### src/hw/rtl/i2cms_pkg.sv
// Package for the I2C master line sequencer: command and step codes, status bundle, step decoder.
package i2cms_pkg;

  localparam int unsigned HoldW     = 16;
  localparam int unsigned PhaseW    = 5;
  localparam int unsigned ByteW     = 8;
  localparam int unsigned BitsPerB  = 8;
  localparam logic [HoldW-1:0] HOLD_RESET = 16'd5;

  localparam int unsigned ApbAddrW  = 3;
  localparam int unsigned ApbDataW  = 32;
  localparam logic [0:0] REG_HOLD_TICKS = 1'b0;

  typedef enum logic [1:0] {
    OP_START = 2'd0,
    OP_STOP  = 2'd1,
    OP_WRITE = 2'd2,
    OP_READ  = 2'd3
  } op_t;

  typedef enum logic [1:0] {
    ACT_SCL    = 2'd0,
    ACT_SDA    = 2'd1,
    ACT_SAMPLE = 2'd2,
    ACT_END    = 2'd3
  } act_t;

  typedef struct packed {
    act_t act;
    logic lvl;
  } step_t;

  typedef struct packed {
    logic             tick;
    logic             cmd_valid;
    op_t              opcode;
    logic [ByteW-1:0] tx_byte;
    logic             send_ack;
    logic             sda_in;
  } tick_t;

  typedef struct packed {
    logic             scl;
    logic             sda;
    logic             busy;
    logic             done;
    logic [ByteW-1:0] rx_byte;
    logic             ack_level;
  } status_t;

  // Action of step p for a command.
  function automatic step_t step_decode(op_t op, logic [PhaseW-1:0] p,
                                        logic [ByteW-1:0] sh, logic ackc);
    step_t s;
    s.act = ACT_END;
    s.lvl = 1'b0;
    unique case (op)
      OP_START: begin
        if (p == 5'd0) begin
          s.act = ACT_SDA; s.lvl = 1'b1;
        end else if (p == 5'd1) begin
          s.act = ACT_SCL; s.lvl = 1'b1;
        end else if (p == 5'd2) begin
          s.act = ACT_SDA;
        end else if (p == 5'd3) begin
          s.act = ACT_SCL;
        end
      end
      OP_STOP: begin
        if (p == 5'd0) begin
          s.act = ACT_SDA;
        end else if (p == 5'd1) begin
          s.act = ACT_SCL; s.lvl = 1'b1;
        end else if (p == 5'd2) begin
          s.act = ACT_SDA; s.lvl = 1'b1;
        end
      end
      OP_WRITE: begin
        for (int k = 0; k < BitsPerB; k++) begin
          if (p == PhaseW'(3 * k)) begin
            s.act = ACT_SDA; s.lvl = sh[BitsPerB-1-k];
          end
          if (p == PhaseW'(3 * k + 1)) begin
            s.act = ACT_SCL; s.lvl = 1'b1;
          end
          if (p == PhaseW'(3 * k + 2)) begin
            s.act = ACT_SCL;
          end
        end
        if (p == 5'd24) begin
          s.act = ACT_SDA; s.lvl = 1'b1;
        end else if (p == 5'd25) begin
          s.act = ACT_SCL; s.lvl = 1'b1;
        end else if (p == 5'd26) begin
          s.act = ACT_SAMPLE;
        end else if (p == 5'd27) begin
          s.act = ACT_SCL;
        end
      end
      OP_READ: begin
        if (p == 5'd0) begin
          s.act = ACT_SDA; s.lvl = 1'b1;
        end
        for (int k = 0; k < BitsPerB; k++) begin
          if (p == PhaseW'(3 * k + 1)) begin
            s.act = ACT_SCL; s.lvl = 1'b1;
          end
          if (p == PhaseW'(3 * k + 2)) begin
            s.act = ACT_SAMPLE;
          end
          if (p == PhaseW'(3 * k + 3)) begin
            s.act = ACT_SCL;
          end
        end
        if (p == 5'd25) begin
          s.act = ACT_SDA; s.lvl = ~ackc;
        end else if (p == 5'd26) begin
          s.act = ACT_SCL; s.lvl = 1'b1;
        end else if (p == 5'd27) begin
          s.act = ACT_SCL;
        end
      end
      default: s.act = ACT_END;
    endcase
    return s;
  endfunction

endpackage

### src/hw/rtl/i2cms_core.sv
// Sequencer core: command state, step counter, hold timer and line levels, advanced one tick per word.
module i2cms_core
  import i2cms_pkg::*;
(
  input  logic             clk,
  input  logic             rst_n,
  input  tick_t            tick_i,
  input  logic [HoldW-1:0] hold_ticks_i,
  output status_t          status_o
);

  op_t               op_r, op_nxt;
  logic              busy_r, busy_nxt;
  logic [PhaseW-1:0] phase_r, phase_nxt;
  logic [HoldW-1:0]  hold_cnt_r, hold_cnt_nxt;
  logic [ByteW-1:0]  shift_r, shift_nxt;
  logic              ack_choice_r, ack_choice_nxt;
  logic              scl_r, scl_nxt;
  logic              sda_r, sda_nxt;
  logic [ByteW-1:0]  rx_byte_r, rx_byte_nxt;
  logic              ack_level_r, ack_level_nxt;
  logic              done_r, done_nxt;

  logic [HoldW-1:0]  hold_eff;
  logic [HoldW-1:0]  hold_dec;
  logic [PhaseW-1:0] phase_inc;
  step_t             cur_step;
  step_t             new_step;

  assign hold_eff  = (hold_ticks_i == '0) ? HoldW'(1) : hold_ticks_i;
  assign hold_dec  = (hold_cnt_r != '0) ? hold_cnt_r - HoldW'(1) : hold_cnt_r;
  assign phase_inc = phase_r + PhaseW'(1);

  always_comb begin
    op_nxt         = op_r;
    busy_nxt       = busy_r;
    phase_nxt      = phase_r;
    hold_cnt_nxt   = hold_cnt_r;
    shift_nxt      = shift_r;
    ack_choice_nxt = ack_choice_r;
    scl_nxt        = scl_r;
    sda_nxt        = sda_r;
    rx_byte_nxt    = rx_byte_r;
    ack_level_nxt  = ack_level_r;
    done_nxt       = 1'b0;
    cur_step       = step_decode(op_r, phase_r, shift_r, ack_choice_r);
    new_step       = step_decode(tick_i.opcode, '0, tick_i.tx_byte, tick_i.send_ack);

    if (!busy_r) begin
      if (tick_i.cmd_valid) begin
        op_nxt         = tick_i.opcode;
        shift_nxt      = tick_i.tx_byte;
        ack_choice_nxt = tick_i.send_ack;
        phase_nxt      = '0;
        busy_nxt       = 1'b1;
        if (new_step.act != ACT_END) begin
          if (new_step.act == ACT_SCL) begin
            scl_nxt = new_step.lvl;
          end else if (new_step.act == ACT_SDA) begin
            sda_nxt = new_step.lvl;
          end
          hold_cnt_nxt = hold_eff;
        end
      end
    end else begin
      hold_cnt_nxt = hold_dec;
      if (hold_dec == '0) begin
        if (cur_step.act == ACT_SAMPLE) begin
          if (op_r == OP_WRITE) begin
            ack_level_nxt = tick_i.sda_in;
          end else begin
            shift_nxt = {shift_r[ByteW-2:0], tick_i.sda_in};
          end
        end
        phase_nxt = phase_inc;
        new_step  = step_decode(op_r, phase_inc, shift_nxt, ack_choice_r);
        if (new_step.act == ACT_END) begin
          if (op_r == OP_READ) begin
            rx_byte_nxt = shift_nxt;
          end
          busy_nxt  = 1'b0;
          phase_nxt = '0;
          done_nxt  = 1'b1;
        end else begin
          if (new_step.act == ACT_SCL) begin
            scl_nxt = new_step.lvl;
          end else if (new_step.act == ACT_SDA) begin
            sda_nxt = new_step.lvl;
          end
          hold_cnt_nxt = hold_eff;
        end
      end
    end
  end

  always_ff @(posedge clk) begin
    if (!rst_n) begin
      op_r         <= OP_START;
      busy_r       <= 1'b0;
      phase_r      <= '0;
      hold_cnt_r   <= '0;
      shift_r      <= '0;
      ack_choice_r <= 1'b0;
      scl_r        <= 1'b1;
      sda_r        <= 1'b1;
      rx_byte_r    <= '0;
      ack_level_r  <= 1'b1;
      done_r       <= 1'b0;
    end else if (tick_i.tick) begin
      op_r         <= op_nxt;
      busy_r       <= busy_nxt;
      phase_r      <= phase_nxt;
      hold_cnt_r   <= hold_cnt_nxt;
      shift_r      <= shift_nxt;
      ack_choice_r <= ack_choice_nxt;
      scl_r        <= scl_nxt;
      sda_r        <= sda_nxt;
      rx_byte_r    <= rx_byte_nxt;
      ack_level_r  <= ack_level_nxt;
      done_r       <= done_nxt;
    end
  end

  assign status_o.scl       = scl_r;
  assign status_o.sda       = sda_r;
  assign status_o.busy      = busy_r;
  assign status_o.done      = done_r;
  assign status_o.rx_byte   = rx_byte_r;
  assign status_o.ack_level = ack_level_r;

  // A finished command is never reported as still running.
  a_done_not_busy: assert property (@(posedge clk) disable iff (!rst_n)
    done_r |-> !busy_r)
    else $error("done raised while busy");

  // Busy only drops together with the done pulse.
  a_busy_fall_done: assert property (@(posedge clk) disable iff (!rst_n)
    ($past(rst_n) && $fell(busy_r)) |-> done_r)
    else $error("busy dropped without done");

  // Every running step holds for at least one tick.
  a_hold_nonzero: assert property (@(posedge clk) disable iff (!rst_n)
    busy_r |-> (hold_cnt_r != '0))
    else $error("hold counter empty while busy");

  // No command list is longer than 28 steps.
  a_phase_range: assert property (@(posedge clk) disable iff (!rst_n)
    busy_r |-> (phase_r <= PhaseW'(27)))
    else $error("step index out of range");

endmodule

### src/hw/rtl/i2c_master_bit_sequencer.sv
// Top level of the I2C master line sequencer: word handshake, result register and APB register.
// The result word for an accepted input word is valid on the cycle after acceptance.
// Throughput: one input word per cycle while out_ready is high; the sequencer state, which is
// also the result register, advances once per accepted word.
// Reset (rst_n low, synchronous): both lines released, sequencer idle, hold_ticks back to 5,
// rx_byte 0, ack_level 1, no result word pending.
module i2c_master_bit_sequencer
  import i2cms_pkg::*;
(
  input  logic                clk,
  input  logic                rst_n,

  // Input word channel: one word is one bus tick.
  input  logic                in_valid,
  output logic                in_ready,
  input  logic                in_cmd_valid,
  input  logic [1:0]          in_opcode,
  input  logic [ByteW-1:0]    in_tx_byte,
  input  logic                in_send_ack,
  input  logic                in_sda_in,

  // Result word channel: the line and status view after each tick.
  output logic                out_valid,
  input  logic                out_ready,
  output logic                out_scl_out,
  output logic                out_sda_out,
  output logic                out_busy_res,
  output logic                out_done_res,
  output logic [ByteW-1:0]    out_rx_byte,
  output logic                out_ack_level,

  // Register port.
  input  logic                psel,
  input  logic                penable,
  input  logic                pwrite,
  input  logic [ApbAddrW-1:0] paddr,
  input  logic [ApbDataW-1:0] pwdata,
  output logic [ApbDataW-1:0] prdata,
  output logic                pready
);

  logic             out_valid_r, out_valid_nxt;
  logic [HoldW-1:0] hold_ticks_r, hold_ticks_nxt;
  logic             accept;
  logic             reg_sel;
  tick_t            tick;
  status_t          status;

  // The state registers in the core double as the result register, so a new word can be
  // taken whenever the pending result is being consumed in the same cycle.
  assign in_ready = !out_valid_r || out_ready;
  assign accept   = in_valid && in_ready;

  always_comb begin
    out_valid_nxt = out_valid_r;
    if (accept) begin
      out_valid_nxt = 1'b1;
    end else if (out_ready) begin
      out_valid_nxt = 1'b0;
    end
  end

  // hold_ticks is the only register; it sits at word address zero (byte addresses 0 to 3).
  assign reg_sel = (paddr[ApbAddrW-1:2] == REG_HOLD_TICKS);

  always_comb begin
    hold_ticks_nxt = hold_ticks_r;
    if (psel && penable && pwrite && pready && reg_sel) begin
      hold_ticks_nxt = pwdata[HoldW-1:0];
    end
  end

  always_ff @(posedge clk) begin
    if (!rst_n) begin
      out_valid_r  <= 1'b0;
      hold_ticks_r <= HOLD_RESET;
    end else begin
      out_valid_r  <= out_valid_nxt;
      hold_ticks_r <= hold_ticks_nxt;
    end
  end

  assign pready = 1'b1;
  assign prdata = reg_sel ? {{(ApbDataW-HoldW){1'b0}}, hold_ticks_r} : '0;

  assign tick.tick      = accept;
  assign tick.cmd_valid = in_cmd_valid;
  assign tick.opcode    = op_t'(in_opcode);
  assign tick.tx_byte   = in_tx_byte;
  assign tick.send_ack  = in_send_ack;
  assign tick.sda_in    = in_sda_in;

  i2cms_core u_core (
    .clk          (clk),
    .rst_n        (rst_n),
    .tick_i       (tick),
    .hold_ticks_i (hold_ticks_r),
    .status_o     (status)
  );

  assign out_valid     = out_valid_r;
  assign out_scl_out   = status.scl;
  assign out_sda_out   = status.sda;
  assign out_busy_res  = status.busy;
  assign out_done_res  = status.done;
  assign out_rx_byte   = status.rx_byte;
  assign out_ack_level = status.ack_level;

endmodule
### config.mk
export PLATFORM = sky130hd
export DESIGN_NAME = i2c_master_bit_sequencer
export DESIGN_NICKNAME = d
export VERILOG_FILES = /design/src/hw/rtl/i2cms_pkg.sv /design/src/hw/rtl/i2cms_core.sv /design/src/hw/rtl/i2c_master_bit_sequencer.sv
export SDC_FILE = /design/constraint.sdc
export NUM_CORES = 1
export LEC_CHECK = 0
export ABC_AREA = 0
export ABC_CLOCK_PERIOD_IN_PS = 4400
export BUFFER_PORTS_ARGS = -buffer_cell sky130_fd_sc_hd__buf_2
export CAP_MARGIN = 10
export CORE_MARGIN = 4
export CORE_UTILIZATION = 35
export DETAILED_ROUTE_END_ITERATION = 8
export GPL_ROUTABILITY_DRIVEN = 0
export PLACE_DENSITY = 0.64
export SYNTH_ARGS = -nofsm -noshare
export SYNTH_HDL_FRONTEND = slang
export SYNTH_SLANG_ARGS = --single-unit
### constraint.sdc
create_clock -name clk -period 4.4 [get_ports clk]
set_input_delay 0.88 -clock clk [delete_from_list [all_inputs] [get_ports clk]]
set_output_delay 0.88 -clock clk [all_outputs]
set_load 0.03 [all_outputs]
# Word-level counts from Yosys, hierarchy flattened
# Index checks and enable logic that the tools add are counted.
[totals]
out_inout_bits = 48
elab_cells = 312
reg_bits = 62
in_bits = 55
[classes]
n_eq_ne = 71
n_reduce_logical = 29
add_sub_neg = 2
mux = 194
bitwise_logic = 3
[ops]
columns = ["operator", "count"]
rows = [
  ["$mux 3", 72],
  ["$mux 2", 67],
  ["$mux 16", 8],
  ["$eq 5x5->1 const B", 24],
  ["$eq 5x4->1 const B", 16],
  ["$mux 8", 7],
  ["$eq 5x3->1 const B", 8],
  ["$mux 1", 33],
  ["$logic_not 16->1", 2],
  ["$pmux 3 s4", 2],
  ["$eq 5x2->1 const B", 4],
  ["$mux 5", 4],
  ["$reduce_bool 16->1", 1],
  ["$sub 16x1->16 const B", 1],
  ["$eq 2x2->1 const B", 6],
  ["$ne 2x2->1 const B", 6],
  ["$eq 5x1->1 const B", 2],
  ["$logic_not 5->1", 2],
  ["$reduce_and 5->1", 2],
  ["$reduce_bool 2->1", 5],
  ["$reduce_and 3->1", 3],
  ["$reduce_and 9->1", 1],
  ["$eq 2x1->1 const B", 4],
  ["$logic_not 2->1", 4],
  ["10 further kinds", 15],
]

# Longest topological paths before layout
[depth]
depth_word = 76
ltp_mapped = 19
ltp_nobuf = 14

# By module
# A second synthesis with hierarchy kept.
[unflattened]
hier_cells = 750
hier_area_um2 = 5547.8
[modules_own_cells]
columns = ["mod", "area_each_um2", "instances", "seq_area_each_um2", "cells_per_inst"]
rows = [
  ["i2cms_core", 4586.9, 1, 900.9, 639],
  ["i2c_master_bit_sequencer", 960.9, 1, 340.3, 111],
]

# Worst setup path after synthesis
# No wires, ideal clock.
[synth_path]
kind = "reg2reg"
startpoint = "reg u_core.phase_r[0]"
endpoint = "reg u_core.rx_byte_r[6]"
setup_ns = 0.128
synth_period_minus_slack_ns = 3.742
path_buffers = 6
slack_ns = 0.658
arrival_time_ns = 3.615
stages_incl_launch_ff = 17
t_required_ns = 4.272
cell_sequence = "dfxtp_1 > ha_1 > buf_2 > buf_2 > inv_1 > nor3_1 > ha_1 > clkbuf_1 > clkbuf_1 > clkbuf_1 > nand3_1 > a2111oi_0 > a211oi_1 > nor4b_4 > buf_6 > mux2i_1 > nor2_1"
[synth_between]
elab_chain_cells = 38
elab_cells_between_ends = 203
classes_between = "add/sub: 1; eq/ne: 56; mux: 143; reduce/logical: 3"
[synth_lines]
columns = ["element", "line", "rtl"]
rows = [
  ["start, declared", "i2cms_core.sv:14", "logic [PhaseW-1:0] phase_r, phase_nxt;"],
  ["start signal, assigned", "i2cms_core.sv:112", "phase_r <= phase_nxt;"],
  ["$add 5x1->5", "i2cms_core.sv:32", "assign phase_inc = phase_r + PhaseW'(1);"],
  ["$logic_not 5->1", "n/a", ""],
  ["$mux 3, on equally long branches", "i2cms_pkg.sv:101, i2cms_pkg.sv:80", ""],
  ["$mux 3, on equally long branches", "i2cms_pkg.sv:105, i2cms_pkg.sv:83", ""],
  ["$mux 2, on equally long branches", "i2cms_pkg.sv:108, i2cms_pkg.sv:86", ""],
  ["$mux 2 / $mux 3 (equally long branches)", "i2cms_pkg.sv:111, i2cms_pkg.sv:80", ""],
  ["$mux 3, on equally long branches", "i2cms_pkg.sv:105, i2cms_pkg.sv:83", ""],
  ["$mux 2, on equally long branches", "i2cms_pkg.sv:108, i2cms_pkg.sv:86", ""],
  ["[... 22 more ...]", "n/a", ""],
  ["$mux 2, on equally long branches", "i2cms_pkg.sv:119, i2cms_pkg.sv:94", ""],
  ["$mux 2, on equally long branches", "i2cms_pkg.sv:117, i2cms_pkg.sv:92", ""],
  ["$mux 3, on equally long branches", "i2cms_pkg.sv:115, i2cms_pkg.sv:90", ""],
  ["$pmux 3 s4", "i2cms_pkg.sv:57", "unique case (op)"],
  ["$mux 3", "i2cms_core.sv:67", "if (hold_dec == '0) begin"],
  ["$mux 3", "i2cms_core.sv:49", "if (!busy_r) begin"],
  ["$eq 2x2->1", "i2cms_core.sv:77", "if (new_step.act == ACT_END) begin"],
  ["$reduce_and 5->1 (no source line)", "n/a", ""],
  ["end signal, assigned", "i2cms_core.sv:118", "rx_byte_r <= rx_byte_nxt;"],
  ["end, declared", "i2cms_core.sv:20", "logic [ByteW-1:0] rx_byte_r, rx_byte_nxt;"],
]
# Several ways; a longest one is shown, not always the timed one. The select of a mux whose other input is x is not followed.
# A chain may end at the register's enable or synchronous reset.

# Worst setup path after layout
[layout_path]
startpoint = "reg u_core.phase_r[0]"
endpoint = "reg u_core.rx_byte_r[1]"
# Same word-level chain as after synthesis.

==> flow_summary.yaml <==
grt:
  grt_pass1_vias: 5712
  antenna_found_initial: 0
  grt_pass1_wl_um: 29400
  grt_use_total_pct: 19.7
  grt_max_degree: 46
  gr-total-overflow: 0
final_layout:
  num-fill-cells: 1625
  area_delta_synth_final_pct: 14.0
  fin_area_sq_mm: 0.00632
  drive_gt1_share_pct: 16.3
  seqCellArea_sq_mm: 0.00124
  nets: 881
  multi_input_comb_area_sq_mm: 0.00386
  utilization_pct: 41.1
  fin_cells: 1033
  diodes: 0
cts:
  path_clk_slew_ps: 60
  cts_setup_buffers: 0
  cts_resized: 0
  cts_tree: "done"
  cts.hold.buffers_added: 0
  clk_latency_ps: 340
  root_buffer: "clkbuf_16"
  clock_path_buffers: 2
  htree_levels: 3
  cts_buffers: 9
  clkSinkCount: 62
floorplanning:
  rows: 45
  core_area_sq_mm: 0.0154
  start_util_pct: 36.1
  die_x_um: 134
  ios: 103
  dieArea_sq_mm: 0.0179
  die_y_um: 134
drt:
  ant_nets: 0
  wl_per_cell_um: 17.7
  dr.pass1.iters: 6
  drcViolationCount: 0
  via_per_inst: 5.96
  vias: 6155
  drt-total-wl_um: 18300
  drt_iter0_drc: 786
timing:
  tns_ps: 0
  hold_ws_ps: 473
  finClkSkew_ps: 11.9
  slew_violations: 0
  setup_viol: 0
  max_freq_mhz: 256
  max_slew_margin_pct: 33.3
  worst-slew-pin-transition_ps: 994
  fin_crit_sh_pct: 88.8
  rsz0062_at_grt: "no"
  setup_slack_ps: 491
  hold_viol_final: 0
  min_period_ps: 3910
yosys:
  yosys.cell_types.count: 87
  synth.most_common_cell: "nand2_1"
  syn_avg_cell_area_sq_um: 7.13
  synth.area.top_cells: "dfxtp_1 22%, nand2_1 6.2%, a21oi_1 5.2%, mux2i_1 4.2%, nor2_1 4.1%"
  ys_ff_latch: 62
  dominantRegCellSynth: "dfxtp_1"
  syn_inst: 778
  synthArstFlopShare_pct: 0
  yosys_warnings: 0
  post-synth-top-area-cell: "dfxtp_1"
  synth_edf_count: 0
  synth_seq_area_share_pct: 22.4
  synth_common_cells: "91 x nand2_1, 62 x dfxtp_1, 61 x nor2_1, 58 x a21oi_1, 38 x clkbuf_1"
  syn_area_sq_mm: 0.00555
  yosysTopAreaCellShare_pct: 22.4
place:
  dp.cells: 1017
  dpl-instance-area_sq_mm: 0.00599
  dp_hpwl_um: 13100
  portBuffers: 67
  dpl_worst_slack_ps: 571
power:
  finalPower_mw: 1.81
  p_per_area_mw_per_mm2: 286
  peakVddDrop_mv: 0.192
  p_leak_nw: 2.52
worst_setup_path:
  criticalPathCategory: "reg2reg"
  cp-start-kind: "flop"
  cp.required_ps: 4610
  cp-end-kind: "flop"
  crit_path_max_fanout: 15
  reg2reg_slack_ps: 490
  critPathArrivalTime_ps: 4120
run:
  cap_violations: 0
hold_path:
  hold_path.class: "reg2reg"
run_status:
  status: "complete, no violations"
## area by class of cell
cell class                      count  area share [%]
Clock inverter                      6            1.48
Tap cell                          211            4.17
Inverter                           27            1.60
Multi-Input combinational cell    626            61.0
Timing Repair Buffer               91            8.35
Clock buffer                       10            3.78
Sequential cell                    62            19.6
## logic make-up (layout without fill, tap and decap cells)
kind of cell / after synthesis / count (layout) / synth area share [%]
and+or+nand+nor: 334 / 334 / 31.6
xor gates and xnor gates: 4 / 4 / 0.632
adders and majority gates: 10 / 10 / 2.21
muxes: 26 / 26 / 4.76
other: 2 / 17 / 0.135
DFF: 62 / 62 / 22.4
buffers and inverters: 105 / 134 / 9.09
AOI/OAI and AO/OA: 235 / 235 / 29.2
## where the power goes
part           total (mW)  leakage, nW  internal (mW)  switching (mW)
Clock               0.796        0.159          0.515           0.281
Combinational       0.398         1.85          0.145           0.252
Sequential          0.617        0.503          0.582          0.0351
Total                1.81         2.52           1.24           0.568
## worst max-delay path, stage by stage (launching register included)
cell       delay (ps)
dfxtp_1           330
buf_4             180
inv_1              80
ha_1              390
nand2b_1          240
buf_4             160
o21ai_0            80
a211oi_1          430
nand3_1           130
a2111oi_0         630
a211oi_1          260
nor4b_4           300
buf_4             280
mux2i_1           230
nor2_1             50
## sequential cells by signal (all words and copies together), names as in the netlist, 2 cells and up
name and count:
hold_ticks_r 16, u_core.hold_cnt_r 16, u_core.rx_byte_r 8, u_core.shift_r 8, u_core.phase_r 5, u_core.op_r 2
## placed cells by master (no fill, tap or decap), types with 5 or more instances in the layout
cell and n:
a2111oi_0 5, a211oi_1 9, a21oi_1 58, a311oi_1 9
a31oi_1 10, and2_1 17, and3_1 7, and4_1 5
buf_2 67, buf_4 23, clkbuf_16 9, conb_1 17
dfxtp_1 62, ha_1 9, inv_1 21, mux2i_1 23
nand2_1 91, nand2b_1 17, nand3_1 29, nand4_1 7
nor2_1 61, nor2b_1 23, nor3_1 22, nor4_1 19
o211ai_1 11, o21ai_0 29, o21ai_1 9, o221ai_1 7
o22ai_1 18, o31a_1 6, o31ai_1 10, or3_1 5
## path summary, 6_finish.rpt
check | cells past startpoint | from | to
setup reg to reg | 14 | u_core.phase_r[0] | u_core.rx_byte_r[1]
hold reg to reg | 2 | u_core.ack_level_r | u_core.ack_level_r
hold / removal | 2 | u_core.ack_level_r | u_core.ack_level_r
setup / recovery | 14 | u_core.phase_r[0] | u_core.rx_byte_r[1]
## routing by layer
layer / up-vias / global-route usage (%) / wire length [um]
li1: 2947 / - / -
met1: 2819 / 25.7 / 7740
met2: 333 / 32.3 / 8640
met3: 56 / 3.19 / 1390
met4: 0 / 8.00 / 525
met5: - / 0 / 0
No activity file was read; power rests on OpenSTA's default activity.
